**src/hdl/dsxf_pkg.sv**
```systemverilog
package dsxf_pkg;

	// Default frame limit, in decoded bytes.
	localparam int unsigned MAX_FRAME_BYTES_DEF = 4096;

	// Decoded byte offset of the sequence number.
	localparam int unsigned SEQ_OFFSET = 4;

	// Shortest frame, in decoded bytes, that can be good.
	localparam int unsigned MIN_FRAME_BYTES = 5;

	// Largest reportable payload length.
	localparam int unsigned LEN_MAX = 4095;

	// Configuration register indexes.
	localparam logic [1:0] REG_START_MARKER  = 2'd0;
	localparam logic [1:0] REG_END_MARKER    = 2'd1;
	localparam logic [1:0] REG_ESCAPE_MARKER = 2'd2;
	localparam logic [1:0] REG_EXPECTED_SEQ  = 2'd3;

	// Configuration reset values.
	localparam logic [7:0] START_MARKER_RST  = 8'h02;
	localparam logic [7:0] END_MARKER_RST    = 8'h03;
	localparam logic [7:0] ESCAPE_MARKER_RST = 8'h10;
	localparam logic [7:0] EXPECTED_SEQ_RST  = 8'h00;

	// Result kinds.
	localparam logic KIND_PAYLOAD = 1'b0;
	localparam logic KIND_STATUS  = 1'b1;

	// Frame status codes.
	localparam logic [1:0] STATUS_OK      = 2'd0;
	localparam logic [1:0] STATUS_ERROR   = 2'd1;
	localparam logic [1:0] STATUS_NO_DATA = 2'd2;

	// One received byte transaction.
	typedef struct packed {
		logic [7:0] rx_byte;
		logic       frame_end;
		logic       no_data;
	} in_item_t;

	// One result transaction.
	typedef struct packed {
		logic        result_kind;
		logic [7:0]  payload_byte;
		logic [1:0]  frame_status;
		logic [11:0] payload_length;
	} out_item_t;

	// Configuration register set.
	typedef struct packed {
		logic [7:0] start_marker;
		logic [7:0] end_marker;
		logic [7:0] escape_marker;
		logic [7:0] expected_sequence;
	} cfg_t;

	// Result of one decode step.
	typedef struct packed {
		logic      valid;
		out_item_t item;
	} step_res_t;

endpackage

```
**src/hdl/dsxf_core.sv**
```systemverilog
module dsxf_core import dsxf_pkg::*; #(
	parameter int unsigned MAX_FRAME_BYTES = MAX_FRAME_BYTES_DEF
) (
	input  logic      clk,
	input  logic      arst_n,
	input  logic      step,
	input  in_item_t  item,
	input  cfg_t      cfg,
	output step_res_t res
);

	localparam int unsigned CNT_W = $clog2(MAX_FRAME_BYTES + 1);
	localparam int unsigned LEN_W = (CNT_W > 12) ? CNT_W : 12;

	// Frame state.
	logic             in_frame_q, esc_pend_q, held_valid_q, err_q;
	logic [7:0]       xor_q, held_byte_q;
	logic [CNT_W-1:0] cnt_q;

	logic             in_frame_d, esc_pend_d, held_valid_d, err_d;
	logic [7:0]       xor_d, held_byte_d;
	logic [CNT_W-1:0] cnt_d;

	logic             is_esc, is_start, is_end, bad;
	logic [CNT_W-1:0] len_full;
	logic [LEN_W-1:0] len_ext;
	logic [11:0]      len_out;

	assign is_esc   = item.rx_byte == cfg.escape_marker;
	assign is_start = item.rx_byte == cfg.start_marker;
	assign is_end   = item.rx_byte == cfg.end_marker;

	// Status length: decoded bytes less the checksum, clamped to the field.
	assign len_full = (cnt_q != '0) ? cnt_q - CNT_W'(1) : '0;
	assign len_ext  = LEN_W'(len_full);
	assign len_out  = (len_ext > LEN_W'(LEN_MAX)) ? 12'(LEN_MAX) : len_ext[11:0];

	assign bad = err_q || esc_pend_q || !is_end || (xor_q != 8'd0) ||
		(cnt_q < CNT_W'(MIN_FRAME_BYTES));

	// Next state and result for the byte at the input register.
	always_comb begin
		logic do_decode;
		logic do_clear;
		do_decode    = 1'b0;
		do_clear     = 1'b0;
		in_frame_d   = in_frame_q;
		esc_pend_d   = esc_pend_q;
		held_valid_d = held_valid_q;
		err_d        = err_q;
		xor_d        = xor_q;
		held_byte_d  = held_byte_q;
		cnt_d        = cnt_q;
		res          = '0;

		if (item.no_data) begin
			do_clear = 1'b1;
			res.valid = 1'b1;
			res.item.result_kind  = KIND_STATUS;
			res.item.frame_status = STATUS_NO_DATA;
		end else if (!in_frame_q) begin
			do_clear = 1'b1;
			if (item.frame_end) begin
				res.valid = 1'b1;
				res.item.result_kind  = KIND_STATUS;
				res.item.frame_status = STATUS_ERROR;
			end
		end else if (item.frame_end) begin
			do_clear = 1'b1;
			res.valid = 1'b1;
			res.item.result_kind    = KIND_STATUS;
			res.item.frame_status   = bad ? STATUS_ERROR : STATUS_OK;
			res.item.payload_length = len_out;
		end else if (esc_pend_q) begin
			esc_pend_d = 1'b0;
			if (is_start || is_end || is_esc) begin
				do_decode = 1'b1;
			end else begin
				err_d = 1'b1;
			end
		end else if (is_esc) begin
			esc_pend_d = 1'b1;
		end else if (is_start || is_end) begin
			err_d = 1'b1;
		end else begin
			do_decode = 1'b1;
		end

		// A decoded byte joins the checksum and pushes out the held byte.
		if (do_decode) begin
			xor_d = xor_q ^ item.rx_byte;
			if (cnt_q == CNT_W'(SEQ_OFFSET) && item.rx_byte != cfg.expected_sequence) begin
				err_d = 1'b1;
			end
			if (cnt_q >= CNT_W'(MAX_FRAME_BYTES)) begin
				err_d = 1'b1;
			end else begin
				cnt_d = cnt_q + CNT_W'(1);
			end
			if (held_valid_q) begin
				res.valid = 1'b1;
				res.item.result_kind  = KIND_PAYLOAD;
				res.item.payload_byte = held_byte_q;
			end
			held_byte_d  = item.rx_byte;
			held_valid_d = 1'b1;
		end

		// Frame boundary: drop everything; a non-final first byte opens a frame.
		if (do_clear) begin
			esc_pend_d   = 1'b0;
			held_valid_d = 1'b0;
			xor_d        = 8'd0;
			held_byte_d  = 8'd0;
			cnt_d        = '0;
			in_frame_d   = !item.no_data && !in_frame_q && !item.frame_end;
			err_d        = in_frame_d && !is_start;
		end
	end

	// State registers advance once per processed transaction.
	always_ff @(posedge clk or negedge arst_n) begin
		if (!arst_n) begin
			in_frame_q   <= 1'b0;
			esc_pend_q   <= 1'b0;
			held_valid_q <= 1'b0;
			err_q        <= 1'b0;
			xor_q        <= 8'd0;
			held_byte_q  <= 8'd0;
			cnt_q        <= '0;
		end else if (step) begin
			in_frame_q   <= in_frame_d;
			esc_pend_q   <= esc_pend_d;
			held_valid_q <= held_valid_d;
			err_q        <= err_d;
			xor_q        <= xor_d;
			held_byte_q  <= held_byte_d;
			cnt_q        <= cnt_d;
		end
	end

endmodule

```
**src/hdl/dle_stuffed_xor_frame_decoder.sv**
```systemverilog
// Deframes a byte-stuffed receive stream (start, end and escape markers) and checks its XOR
// sum, sequence number and minimum length. One byte transaction is taken per clock unless
// in_stall is raised. Each byte is registered in the input register when taken, and its
// result, if any, is loaded into the output register once that register can take it.
// Throughput is one byte per cycle while the output is not stalled; a result held under
// stall blocks the input once the input register is also occupied. Decoded payload bytes
// come out one byte late so that the checksum is never delivered; the final byte of a frame
// yields one status transaction with the payload length, a timeout one with no-data status.
// Configuration writes are taken every cycle and must only be issued while the block is idle.
module dle_stuffed_xor_frame_decoder import dsxf_pkg::*; #(
	parameter int unsigned MAX_FRAME_BYTES = MAX_FRAME_BYTES_DEF
) (
	input  logic       clk,
	input  logic       arst_n,
	input  logic       in_valid,
	output logic       in_stall,
	input  in_item_t   in_data,
	output logic       out_valid,
	input  logic       out_stall,
	output out_item_t  out_data,
	input  logic       cfg_valid,
	output logic       cfg_ready,
	input  logic [1:0] cfg_index,
	input  logic [7:0] cfg_data
);

	cfg_t      cfg_q;
	in_item_t  item_s1;
	logic      valid_s1;
	out_item_t out_q;
	logic      out_valid_q;
	logic      adv;
	step_res_t res;

	// The held byte is processed when the output register can take a result.
	assign adv      = valid_s1 && (!out_valid_q || !out_stall);
	assign in_stall = valid_s1 && !adv;

	assign cfg_ready = 1'b1;
	assign out_valid = out_valid_q;
	assign out_data  = out_q;

	// Configuration registers.
	always_ff @(posedge clk or negedge arst_n) begin
		if (!arst_n) begin
			cfg_q.start_marker      <= START_MARKER_RST;
			cfg_q.end_marker        <= END_MARKER_RST;
			cfg_q.escape_marker     <= ESCAPE_MARKER_RST;
			cfg_q.expected_sequence <= EXPECTED_SEQ_RST;
		end else if (cfg_valid && cfg_ready) begin
			unique case (cfg_index)
				REG_START_MARKER:  cfg_q.start_marker      <= cfg_data;
				REG_END_MARKER:    cfg_q.end_marker        <= cfg_data;
				REG_ESCAPE_MARKER: cfg_q.escape_marker     <= cfg_data;
				REG_EXPECTED_SEQ:  cfg_q.expected_sequence <= cfg_data;
				default: ;
			endcase
		end
	end

	// Input register.
	always_ff @(posedge clk or negedge arst_n) begin
		if (!arst_n) begin
			valid_s1 <= 1'b0;
		end else if (in_valid && !in_stall) begin
			valid_s1 <= 1'b1;
		end else if (adv) begin
			valid_s1 <= 1'b0;
		end
	end

	always_ff @(posedge clk) begin
		if (in_valid && !in_stall) begin
			item_s1 <= in_data;
		end
	end

	dsxf_core #(
		.MAX_FRAME_BYTES(MAX_FRAME_BYTES)
	) u_core (
		.clk   (clk),
		.arst_n(arst_n),
		.step  (adv),
		.item  (item_s1),
		.cfg   (cfg_q),
		.res   (res)
	);

	// Output register.
	always_ff @(posedge clk or negedge arst_n) begin
		if (!arst_n) begin
			out_valid_q <= 1'b0;
		end else if (adv && res.valid) begin
			out_valid_q <= 1'b1;
		end else if (!out_stall) begin
			out_valid_q <= 1'b0;
		end
	end

	always_ff @(posedge clk) begin
		if (adv && res.valid) begin
			out_q <= res.item;
		end
	end

endmodule
```
**config.mk**
```make
export PLATFORM = sky130hd
export DESIGN_NAME = dle_stuffed_xor_frame_decoder
export DESIGN_NICKNAME = d
export VERILOG_FILES = /design/src/hdl/dsxf_pkg.sv /design/src/hdl/dsxf_core.sv /design/src/hdl/dle_stuffed_xor_frame_decoder.sv
export SDC_FILE = /design/constraint.sdc
export NUM_CORES = 1
export LEC_CHECK = 0
export BUFFER_PORTS_ARGS = -buffer_cell sky130_fd_sc_hd__buf_2
export CAP_MARGIN = 30
export CORE_MARGIN = 5
export CORE_UTILIZATION = 59
export DETAILED_ROUTE_END_ITERATION = 8
export GPL_TIMING_DRIVEN = 0
export PLACE_DENSITY = 0.81
export SLEW_MARGIN = 20
export SYNTH_ARGS = -nofsm -noshare
export SYNTH_HDL_FRONTEND = slang
export SYNTH_SLANG_ARGS = --single-unit
export TNS_END_PERCENT = 10
```
**constraint.sdc**
```tcl
create_clock -name clk -period 4.3 [get_ports clk]
set_input_delay 0.86 -clock clk [delete_from_list [all_inputs] [get_ports clk]]
set_output_delay 0.86 -clock clk [all_outputs]
set_load 0.05 [all_outputs]
```
* Word-level counts from Yosys, hierarchy flattened *
Cells that the tools add are included.

cells by class
  add/sub/neg operators = 2
  order comparisons = 3
  equality and inequality tests = 12
  muxes and demuxes = 50
  bitwise operators = 3
  reductions and logical operators = 40

operator list
  operator               number
  $mux 13                4
  $mux 1                 35
  $mux 8                 4
  $eq 8x8->1             3
  $mux 10                2
  $mux 14                1
  $reduce_and 2->1       7
  $add 13x1->13 const B  1
  $eq 13x3->1 const B    1
  $ge 13x13->1 const B   1
  $gt 13x12->1 const B   1
  $lt 13x3->1 const B    1
  $reduce_bool 13->1     1
  $sub 13x1->13 const B  1
  $mux 12                1
  $logic_not 1->1        9
  $logic_and 1x1->1      8
  $ne 2x1->1 const B     4
  $ne 8x8->1             1
  $reduce_bool 8->1      1
  $xor 8x8->8            1
  $logic_or 1x1->1       7
  $mux 2                 3
  $reduce_bool 2->1      3
  7 further kinds        9

word-level totals
  flip-flop bits (word level) = 100
  input bits = 25
  output and inout bits = 26

* Logic depth before layout (Yosys ltp) *
  depth in word-level cells = 12
  depth in mapped cells = 10
  gate-level depth less buffers = 7

* Hierarchy *
A second synthesis with hierarchy kept.

second synthesis, totals
  cell total of the unflattened synthesis = 527
  area, all modules = 5584.1 um^2

modules (own cells, without submodules)
  module                         instances  cells an instance  area an instance (um^2)  seq. area each (um^2)
  dsxf_core                      1          413                3270.6                   825.8
  dle_stuffed_xor_frame_decoder  1          114                2313.5                   1846.8

* Worst setup path before layout *
No wires, ideal clock.

  kind = register to register
  from = register item_s1[3] (netlist name)
  to = register out_q (netlist bit out_data[0]), enable pin
  arrival = 2.810 ns
  slack = 1.087 ns
  stages on the path, launching flop included = 10
  path buffers = 2
  period minus slack after synthesis = 3.213 ns
  cell sequence = edfxtp_1 buf_6 xor2_1 nor4_2 nand2_1 a31oi_2 or2_1 buf_2 a31oi_1 nor2_1

on the way
  cells in the longest elaborated chain, start to end = 10

RTL lines
  element                                     line                                  source
  start, declared                             dle_stuffed_xor_frame_decoder.sv:28   in_item_t item_s1;
  start signal, assigned                      dle_stuffed_xor_frame_decoder.sv:74   item_s1 <= in_data;
  $eq 8x8->1 (on tied branches)               dsxf_core.sv:30, dsxf_core.sv:31
  $logic_or 1x1->1                            dsxf_core.sv:76, dsxf_core.sv:83
  $mux 1 or $logic_or 1x1->1 (tied branches)  dsxf_core.sv:83, dsxf_core.sv:76
  $mux 1 (on tied branches)                   dsxf_core.sv:81, dsxf_core.sv:76
  $mux 1 (*)                                  dsxf_core.sv:74                       end else if (esc_pend_q) begin
  $mux 1 (*)                                  dsxf_core.sv:68                       end else if (item.frame_end) begin
  $mux 1 (*)                                  dsxf_core.sv:61                       end else if (!in_frame_q) begin
  $mux 1 (*)                                  dsxf_core.sv:56                       if (item.no_data) begin
  $mux 10 (*)                                 dsxf_core.sv:90                       if (do_decode) begin
  $logic_and 1x1->1 (*)                       dle_stuffed_xor_frame_decoder.sv:101  if (adv && res.valid) begin
  end signal, assigned                        dle_stuffed_xor_frame_decoder.sv:102  out_q <= res.item;
  end, declared                               dle_stuffed_xor_frame_decoder.sv:30   out_item_t out_q;

Every way passes the cells marked *; elsewhere a longest branch is shown, timed or not.
A chain may end at the register's enable or synchronous reset.

* Worst setup path after layout *
  from = register item_s1[3] (netlist name)
  to = register out_q (netlist bit out_data[21]), enable pin

The elaborated chain is that of the path after synthesis.

==> results.md <==
- Kind of critical path: flip-flop to flip-flop
- Setup Skew: 0.0196 ns
- Distinct cells, synth: 57
- GPL Wtd Cong: 0.846
- Fin area: 0.00561 mm^2
- Global-route wire length before repair: 16.7 mm
- Die Span Y: 102 um
- Nets: ~520
- Sequential area share after synthesis: 0.537
- Initial drt markers: 305
- Post-synthesis cell area: 0.00497 mm^2
- WHS: between 0.2 and 0.3 ns
- Max_slew headroom: 0.526
- Compound-Gate Fraction of Synth Area: 0.105
- Vias: 3570
- H-Tree Depth: 3
- Max-cap violations: 0
- DR DRC count: 0
- Post-Synth Adder-Cell Area: 0.00755
- Crit start category: flip-flop
- I/O Pins: 51
- Maximum clock rate: between 0.3 and 0.4 GHz
- CTS Root Cell: clkbuf_8
- Ys async rst share: 0.670
- Post-CTS Hold Fix Bufs: 0
- Synth Flop Type: dfrtp_1
- Initial Utilization: 0.605
- Drt first pass iters: 4
- Vias per Instance: 5.92
- Post-Syn Nets: ~460
- Largest family of logic cells by synthesized area: simple AND/OR/NAND/NOR gates
- EDFF count, synth: 33
- Setup bufs post-CTS: 0
- Slew @ Worst Pin: 0.710 ns
- Largest net degree at the start of global routing: 60
- Layout cell share with drive strength beyond 1: 0.263
- Core ar.: 0.00822 mm^2
- Final WL: 10.1 mm
- Antenna cells: 0
- CP peak stage delay: 0.47 ns
- Area delta synth->final: 12.8%
- I/O Buffers: 49
- CTS Buf Count: 9
- CTS max path bufs: 2
- Setup tns final: 0 ns
- Simple-gate area share of the yosys netlist: 0.141
- Critical path's slowest cell: a31oi_2
- Syn avg cell area: around 12 um^2
- # clock sinks: 100
- Final hold vios: 0
- Xor/xnor share of the synthesized area: 0.0772
- Worst Path Arrival: approximately 3.2 ns
- Buf/Inv on CP: 3
- Leak pwr: 2.41 nW
- Hold crit path type: input pin to async pin
- #FFs+latches synth: 100
- Reg2Reg Depth: 10
- Most frequent CP cell: buf_6
- Placement Cell Area: between 0.005 and 0.006 mm^2
- Final period util: 0.717
- Worst-Skew Late Latency: 0.38 ns
- Post-Synthesis Cells: 429
- Placement Setup Slack: 1.21 ns
- Final setup violation count: 0
- Final slew viol count: 0
- Overflow after GRT: 0
- Min Tclk post-route: 3.08 ns
- Initial antenna violation count: 0
- Worst setup EP type: flip-flop
- Yosys warning count: 0
- Vias in the first global route: 3509
- Cell family with most CP delay: simple AND/OR/NAND/NOR gates
- Clk pin slew, worst setup/hold paths: 0.11 ns
- Crit path depth: 10
- Worst path cell trace: buf_6 -> xor2_1 -> nor4_2 -> nand2_1 -> a31oi_2 -> or2_1 -> buf_2 -> a31oi_1 -> nor2_2 -> buf_6
- Die area: 0.0104 mm^2
- TritonCTS clock tree: yes
- Cts repair resizes: 0
- Multiplexer area fraction after synthesis: 0.0828
- Power Density: 393 mW/mm^2
- RSZ-0062 raised after global routing: false
- VDD IR-drop max: 249 uV
- DP Wirelength: 7.39 mm
- Wirelength per Cell: 16.8 um
- GRT Total Usage: 0.207
- Status: complete, no violations
- Antenna violation net count after detailed routing: 0
- Rows: 33
- Required @ worst endpoint: 4.38 ns
- Die span in x: 102 um
- Final worst slack: about 1.2 ns
- Crit-path max FO: 18
[worst paths after layout]
check	from	end	slack, ns
min in group clk	u_core.held_byte_q[7]$_DFFE_PN0P_	u_core.held_byte_q[7]$_DFFE_PN0P_	0.50
max	item_s1[3]$_DFFE_PP_	out_data[21]$_SDFFCE_PN0P_	1.22
max reg2reg	item_s1[3]$_DFFE_PP_	out_data[21]$_SDFFCE_PN0P_	1.22
max in group asynchronous	arst_n	cfg_q[12]$_DFFE_PN1P_	3.43
min	arst_n	out_valid$_DFFE_PN0P_	0.30
min reg2reg	u_core.held_byte_q[7]$_DFFE_PN0P_	u_core.held_byte_q[7]$_DFFE_PN0P_	0.50
[flip-flops by register name, summed over array words and instances, names as in the netlist, 8 cells and up]
name and count:
item_s1 10, u_core.cnt_q 13, cfg_q 32, u_core.xor_q 8, u_core.held_byte_q 8, out_data 23
[cells in the mapped netlist (3+ instances only)]
cell type | instances | area, um^2
a21oi_1 | 29 | 145
a22o_1 | 8 | 70.1
a31oi_1 | 3 | 18.8
and2_1 | 12 | 75.1
and3_1 | 6 | 37.5
buf_6 | 10 | 113
clkbuf_1 | 12 | 45.0
dfrtp_1 | 63 | 1580
dfstp_2 | 4 | 105
edfxtp_1 | 33 | 991
ha_1 | 3 | 37.5
inv_1 | 17 | 63.8
mux2_2 | 33 | 372
mux2i_1 | 4 | 40.0
nand2_1 | 30 | 113
nand3_1 | 10 | 50.1
nand3b_1 | 3 | 22.5
nand4_1 | 5 | 31.3
nor2_1 | 14 | 52.6
nor3_1 | 8 | 40.0
nor3b_1 | 3 | 22.5
nor4_1 | 3 | 18.8
nor4_2 | 4 | 50.1
o21ai_0 | 15 | 75.1
o22ai_1 | 8 | 50.1
o31ai_1 | 5 | 37.5
or3_1 | 5 | 31.3
or4_1 | 5 | 37.5
xnor2_1 | 22 | 193
xor2_1 | 20 | 175
[kinds of logic after synthesis]
logic type,Yosys count
compound gates,82
simple gates,121
other cells,1
fa+ha+maj,3
buf+inv,42
mux,37
flops,100
xor+xnor,43
[cell usage in the layout, fill, tap and decap left out, drive strengths merged, types with 5 or more instances in the layout]
cell type,Yosys,final
a21oi,29,29
a22o,8,8
and2,12,12
and3,6,6
buf,13,65
clkbuf,12,23
dfrtp,63,63
edfxtp,33,33
inv,17,20
mux2,33,33
nand2,30,30
nand3,10,10
nand4,5,5
nor2,15,15
nor3,9,9
nor4,8,8
o21ai,16,16
o22ai,8,8
o31ai,5,5
or3,5,5
or4,5,5
xnor2,23,23
xor2,20,20
[area by class of cell]
cell class | instances | area (um^2)
Timing Repair Buffer | 53 | 297
Buffer | 25 | 174
Sequential cell | 100 | 2670
Clock buffer | 10 | 128
Tap cell | 105 | 131
Inverter | 17 | 63.8
Clock inverter | 6 | 78.8
Multi-Input combinational cell | 287 | 2070
Fill cell | 632 | 2610
[where the power goes]
group	switching, W	internal (W)	total (W)
logic	0.000242	0.000175	0.000417
clock network	0.000350	0.000282	0.000631
registers	0.0000627	0.00109	0.00116
[layer usage]
metal / track usage / wire length (um) / vias to the layer above
li1: - / - / 1665
met2: 0.347 / 5080 / 111
met1: 0.267 / 4230 / 1776
met3: 0.0362 / 602 / 18
met5: 0 / 0 / -
met4: 0.0868 / 224 / 0
[metrics by stage]
stage	power (W)	utilization	instances
finish	0.00220	0.683	603
floorplan	0.00147	-	429
CTS	0.00221	0.682	602
global route	0.00230	0.683	603
global placement	0.00156	0.651	583
detailed placement	0.00159	0.657	586
(Power assumes the default switching activity.)
